<file path="config.mk">
export PLATFORM = sky130hd
export DESIGN_NAME = cpm_ram
export DESIGN_NICKNAME = d
export VERILOG_FILES = /design/src/rtl/core/cpm_ram.sv
export SDC_FILE = /design/constraint.sdc
export NUM_CORES = 1
export LEC_CHECK = 0
export ABC_AREA = 1
export BUFFER_PORTS_ARGS = -buffer_cell sky130_fd_sc_hd__buf_2
export CORE_MARGIN = 8
export CORE_UTILIZATION = 45
export DETAILED_ROUTE_END_ITERATION = 16
export SLEW_MARGIN = 20
export SYNTH_ARGS = -nofsm -noshare
export SYNTH_HDL_FRONTEND = slang
export SYNTH_SLANG_ARGS = --single-unit
</file>
<file path="constraint.sdc">
create_clock -name clk -period 1.1 [get_ports clk]
set_input_delay 0.22 -clock clk [delete_from_list [all_inputs] [get_ports clk]]
set_output_delay 0.22 -clock clk [all_outputs]
set_load 0.05 [all_outputs]
</file>
<file path="src/rtl/core/cpm_ram.sv">
module cpm_ram #(
  parameter int WIDTH = 8,
  parameter int DEPTH = 16
) (
  input  logic                     clk,
  input  logic                     we,
  input  logic [$clog2(DEPTH)-1:0] waddr,
  input  logic [WIDTH-1:0]         wdata,
  input  logic [$clog2(DEPTH)-1:0] raddr,
  output logic [WIDTH-1:0]         rdata
);

  logic [WIDTH-1:0] mem [DEPTH];

  always_ff @(posedge clk) begin
    if (we) begin
      mem[waddr] <= wdata;
    end
    rdata <= mem[raddr];
  end

endmodule

</file>
==> metrics.txt, run 1 <==
grt met1 use between 20 and 25%; R2R cell count 6; clock sink count 136; CP Data Required Time between 800 and 900 ps; clock slew at reported path FFs roughly 50 ps; Die X about 130 um; setup ws final -20.0 ps; sequential area share after synthesis a little over two thirds; Final setup viols 7; cts bufs inserted 17; PortBufs 25; Switching Power between 2 and 3 mW; Clock Tree Buf Depth 2; fin area around 0.007 mm^2; first-pass GRT wire length 20.9 mm; Core Util, Final around 56%; CP max FO 1; Die Y between 100 and 150 um; GR Overflow Total 0; Root Driver clkbuf_16; period utilization 102%; wire length per cell 16.7 um; min cycle time layout 1120 ps; violated checks setup timing; CP cell instances buf_8; FF-to-FF Start mem[7][0]; total number of vias 3,885; RSZ-0062 raised after global routing true; Mapped Cells 551; 1st-pass router iterations 4; Syn-to-layout area delta 21.5%; Synth cell types 12; full die area ~0.017 mm^2; hold wc startpoint wdata[2]; Mapped Area approximately 0.0058 mm^2; Sw Share between 20% and 30%; Synth Warn # 0; r2r setup slk 80 ps; Vias/cell 4.91; peak supply drop about 0.0012 V; Initial Util between 40% and 50%; kind of critical path reg -> out; status complete, but fails checks; layout cells sized above 1 16.2%; Startpoint Class flop; met2 Use GR ~27%; crit end category primary output; initial antenna violation count 0; vias in the first global route 3,888; hold path cells 1; num ports 26; cell area after placement about 0.0063 mm^2; Overall Global Routing Usage between 10% and 20%; number of diodes 0; Slew headroom 74.9%; syn_nets 569; endpoints failing hold 0; row count between 40 and 50; crit path buf inv count 1; Pint roughly 9.6 mW; final setup skew between 3 and 4 ps; initial DRC count approximately 360; GR met3 Demand/Resource under 10%; DRC Markers 0; post-route ant nets 0; wirelength, routed ~13 mm; slowest CP cell dfxtp_2; crit-path leading delay family flip-flops; flops & latches, synth about 140; Skew-Pair Late Insertion Delay approximately 420 ps; Avg Cell Area, Syn ~10 um^2; Max stage delay on crit path around 340 ps; Slew Viols, Final 0; nets roughly 620; max-cap violations 0; share of power burned in combinational logic under 10%; Tightest Hold Check Type in -> reg; core area approximately 0.013 mm^2; Tightest Pin Transition ~380 ps; Fmax achieved between 800 and 900 MHz; worst reg2reg endpoint rdata[0]; most used routing layer met2; H-Tree Depth 4; clock share of power 44.6%; largest net degree at the start of global routing 29; Worst Hold End mem[12][2]; RePlAce Congestion around 0.85; ratio of total power to cell area 1760 mW/mm^2; crit path DAT ~900 ps; Reg power frac approximately 48%; CTS tree done; Lkg Pwr between 3 and 4 nW; Fillers 1,088; hpwl dp between 8 and 9 mm
==> cell usage after synthesis <==
cell        n  share of area, %
buf_2      13               1.1
buf_6       6               1.2
inv_1     100               6.5
buf_4       4              0.52
edfxtp_1  128                67
nor2_1     17               1.1
inv_2       2              0.13
nand3b_1    2              0.26
dfxtp_1     8               2.8
buf_1       1             0.065
nand2_1   173                11
nand3_1    97               8.4
==> registers in the layout, indices dropped and copies added (netlist names) <==
register and flops:
rdata 8, mem 128
==> what timing repair did <==
item                                    4_1_cts  5_1_grt
endpoints found under the setup margin        8        9
pin swaps                                     0        0
setup buffers                                 0        0
resized for setup                            32        1
hold buffers                                  0        0
==> kinds of logic (layout without fill, tap and decap cells) <==
family | count (synthesis) | count (layout) | synth area share, %
AND/OR/NAND/NOR | 289 | 289 | 21.0
flip-flops | 136 | 136 | 69.4
buffers and inverters | 126 | 194 | 9.52
==> cell type report <==
type	instances	area (um^2)	area share, %
Timing Repair Buffer	60	593	8.47
Inverter	102	383	5.47
Clock inverter	13	135	1.93
Multi-Input combinational cell	289	1230	17.6
Clock buffer	19	433	6.18
Sequential cell	136	4010	57.3
Tap cell	172	215	3.07
==> placed cells by master (no fill, tap or decap) <==
master | synthesis | final
buf_12 | 0 | 10
buf_2 | 13 | 17
buf_4 | 4 | 25
buf_8 | 0 | 8
bufinv_16 | 0 | 3
clkbuf_1 | 0 | 2
clkbuf_16 | 0 | 17
clkinv_1 | 0 | 6
clkinv_2 | 0 | 3
clkinvlp_4 | 0 | 1
dfxtp_2 | 0 | 8
edfxtp_1 | 128 | 128
inv_1 | 100 | 100
inv_2 | 2 | 2
nand2_1 | 173 | 173
nand3_1 | 97 | 96
nand3_2 | 0 | 1
nand3b_1 | 2 | 2
nor2_1 | 17 | 12
nor2_2 | 0 | 5
==> power by group through the flow <==
stage	Combinational (mW)	Clock [mW]	Sequential, mW
after global routing	1.06	5.79	5.86
after floorplan	0.412	0	6.05
after CTS	0.980	5.60	5.85
after global placement	0.902	0	5.93
after detailed placement	0.910	0	5.93
final	0.978	5.49	5.85
==> how the worst max path moves through the flow <==
stage               slack (ps)    endpoint  cells after the start      from
detailed placement        -260    rdata[3]                      8  raddr[0]
finish                     -20    rdata[4]                      1  rdata[4]
CTS                        -50    rdata[3]                      1  rdata[3]
global placement          -250    rdata[3]                      8  raddr[0]
floorplan                  -70  mem[11][0]                      2  waddr[2]
global route               -50    rdata[3]                      1  rdata[3]
==> stage by stage <==
stage | worst slack (ps) | instances | power [mW] | TNS, ps | hold slack, ps
detailed placement | -257 | 759 | 6.84 | -14920 | 637
floorplan | -70.8 | 551 | 6.46 | -6080 | 319
global route | -49.5 | 791 | 12.7 | -327 | 211
finish | -20.0 | 791 | 12.3 | -65.3 | 217
global placement | -245 | 759 | 6.83 | -12500 | 632
CTS | -49.0 | 791 | 12.4 | -273 | 199
==> metal layers <==
metal / up-vias / part of all wire (%)
li1: 1885 / -
met1: 1858 / 45
met2: 115 / 47
met3: 27 / 5.4
met4: 0 / 2.7
met5: - / 0
(Power assumes the default switching activity.)
==> run 2: changes to the inputs <==
==> constraint.sdc (replaced) <==
create_clock -name clk -period 0.9 [get_ports clk]
set_input_delay 0.18 -clock clk [delete_from_list [all_inputs] [get_ports clk]]
set_output_delay 0.18 -clock clk [all_outputs]
set_load 0.05 [all_outputs]
==> metrics.txt, run 2 (synthesis results as in run 1) <==
status complete, but fails checks (unchanged); violated checks setup timing (unchanged); CP max FO 1 (unchanged); largest register by flop count mem (unchanged); Register Area 0.00402 mm^2 (was 0.00401 mm^2); Fillers 1,040 (was 1,088); Syn-to-layout area delta 27.9% (was 21.5%); fin cells 786 (was 791); Top Registers mem (128), rdata (8) (unchanged); GR Overflow Total 0 (unchanged); Clock Tree Buf Depth 2 (unchanged); nets 619 (was 624); Max stage delay on crit path 370 ps (was 340 ps); number of diodes 0 (unchanged); RSZ-0062 raised after global routing true (unchanged); Vias/cell 4.90 (was 4.91); max-cap violations 0 (unchanged); clock slew at reported path FFs 60 ps (was 50 ps); peak supply drop 0.00123 V (was 0.00122 V); post-route ant nets 0 (unchanged); Overall Global Routing Usage 17.8% (was 17.2%); Tightest Pin Transition 380 ps (was 377 ps); RePlAce Congestion 0.856 (was 0.852); CTS tree done (unchanged); 1st-pass router iterations 5 (was 4); Lkg Pwr 3.13 nW (was 3.04 nW); CP Data Required Time 720 ps (was 880 ps); layout cells sized above 1 29.3% (was 16.2%); row count 41 (unchanged); first-pass GRT wire length 21.8 mm (was 20.9 mm); PortBufs 25 (unchanged); CP cell instances buf_8 (unchanged); Root Driver clkbuf_16 (unchanged); min cycle time layout 1110 ps; most frequent cells in the layout nand2_1 (160), edfxtp_1 (128), inv_1 (96) (was nand2_1 (173), edfxtp_1 (128), inv_1 (100)); vias in the first global route 3,774 (was 3,888); slowest CP cell dfxtp_4 (was dfxtp_2); kind of critical path reg -> out (unchanged); max FFs per register 128 (unchanged); cts bufs inserted 17 (unchanged); Slew headroom 74.6% (was 74.9%); core area 0.0126 mm^2 (unchanged); DRC Markers 0 (unchanged); period utilization 123%; Final setup viols 15 (was 7); crit end category primary output (unchanged); crit path buf inv count 1 (unchanged); total number of vias 3,852 (was 3,885); Initial Util 45.9% (unchanged); # placed instances 754 (was 759); largest net degree at the start of global routing 65 (was 29); wire length per cell 17.4 um (was 16.7 um); num ports 26 (unchanged); initial DRC count 417 (was 362); Die X 129 um (unchanged); wirelength, routed 13.7 mm (was 13.2 mm); hold_ws 137 ps (was 217 ps); Post-CTS Hold Buffers 0 (unchanged); initial antenna violation count 0 (unchanged); final total power 14.6 mW (was 12.3 mW); ratio of total power to cell area 1980 mW/mm^2 (was 1760 mW/mm^2); Skew-Pair Late Insertion Delay 410 ps (was 420 ps); Startpoint Class flop (unchanged); Slew Viols, Final 0 (unchanged); Die Y 129 um (unchanged); Fmax achieved ~900 MHz; full die area 0.0167 mm^2 (unchanged); H-Tree Depth 4 (unchanged); crit path DAT 930 ps (was 900 ps); multi-input logic area 0.00163 mm^2 (was 0.00123 mm^2); hpwl dp 8.59 mm (was 8.36 mm); most common cell after layout, fill and taps aside nand2_1 (unchanged); endpoints failing hold 0 (unchanged); crit-path leading delay family flip-flops (unchanged); clock sink count 136 (unchanged); setup ws final -208 ps (was -20.0 ps); Tightest Hold Check Type in -> reg (unchanged); post-CTS setup repair buffer count 0 (unchanged); final setup skew 8.23 ps (was 3.82 ps)
## run 2: cell count changes in the layout (fill, tap and decap cells not counted), sizes merged
cell and delta:
bufinv -3, clkbuf +9, buf -5, clkinv -6
## run 2: path summary, 6_finish.rpt
check	cells after the start	slack [ps]	startpoint	end
min reg2reg	6	680	mem[2][0]	rdata[0]
max	1	-210	rdata[3]	rdata[3]
min	2	140	wdata[4]	mem[11][4]
max reg2reg	6	-60	mem[3][6]	rdata[6]
## run 2: through the flow
| stage | cell area, um^2 | setup WS (ps) | utilization, % | setup TNS [ps] |
|---|---|---|---|---|
| detailed placement | 6460 | -352 | 51.4 | -41580 |
| floorplan | 5880 | -154 | - | -9830 |
| CTS | 7240 | -219 | 57.6 | -1730 |
| global route | 7370 | -226 | 58.7 | -2270 |
| finish | 7370 | -208 | 58.7 | -1640 |
| global placement | 6460 | -346 | 51.4 | -38750 |
## run 2: repair_timing
item | 4_1_cts | 5_1_grt
endpoints found under the setup margin | 16 | 16
gates resized for setup | 68 | 34
pin swaps | 29 | 30
## run 2: cell type report
class / count / area share [%]
multi-input combinational: 289 / 22.1
inverter: 102 / 5.19
clock buffer: 28 / 6.74
tap: 172 / 2.92
clock inverter: 4 / 0.305
sequential: 136 / 54.5
timing repair buffer: 55 / 8.21
## run 2: report_power, final
part           internal [mW]  leakage [nW]  total (mW)  switching [mW]
sequential              7.09          1.22        7.16          0.0662
clock                   3.72         0.252        6.06            2.34
combinational          0.506          1.65        1.39           0.886
## run 2: per-layer routing
metal | vias to the layer above | track usage (%) | part of all wire [%]
met5 | - | 0 | 0
met4 | 0 | 8.85 | 2.4
met3 | 21 | 3.74 | 5.5
met2 | 118 | 26.0 | 46
met1 | 1837 | 24.8 | 46
li1 | 1876 | - | -
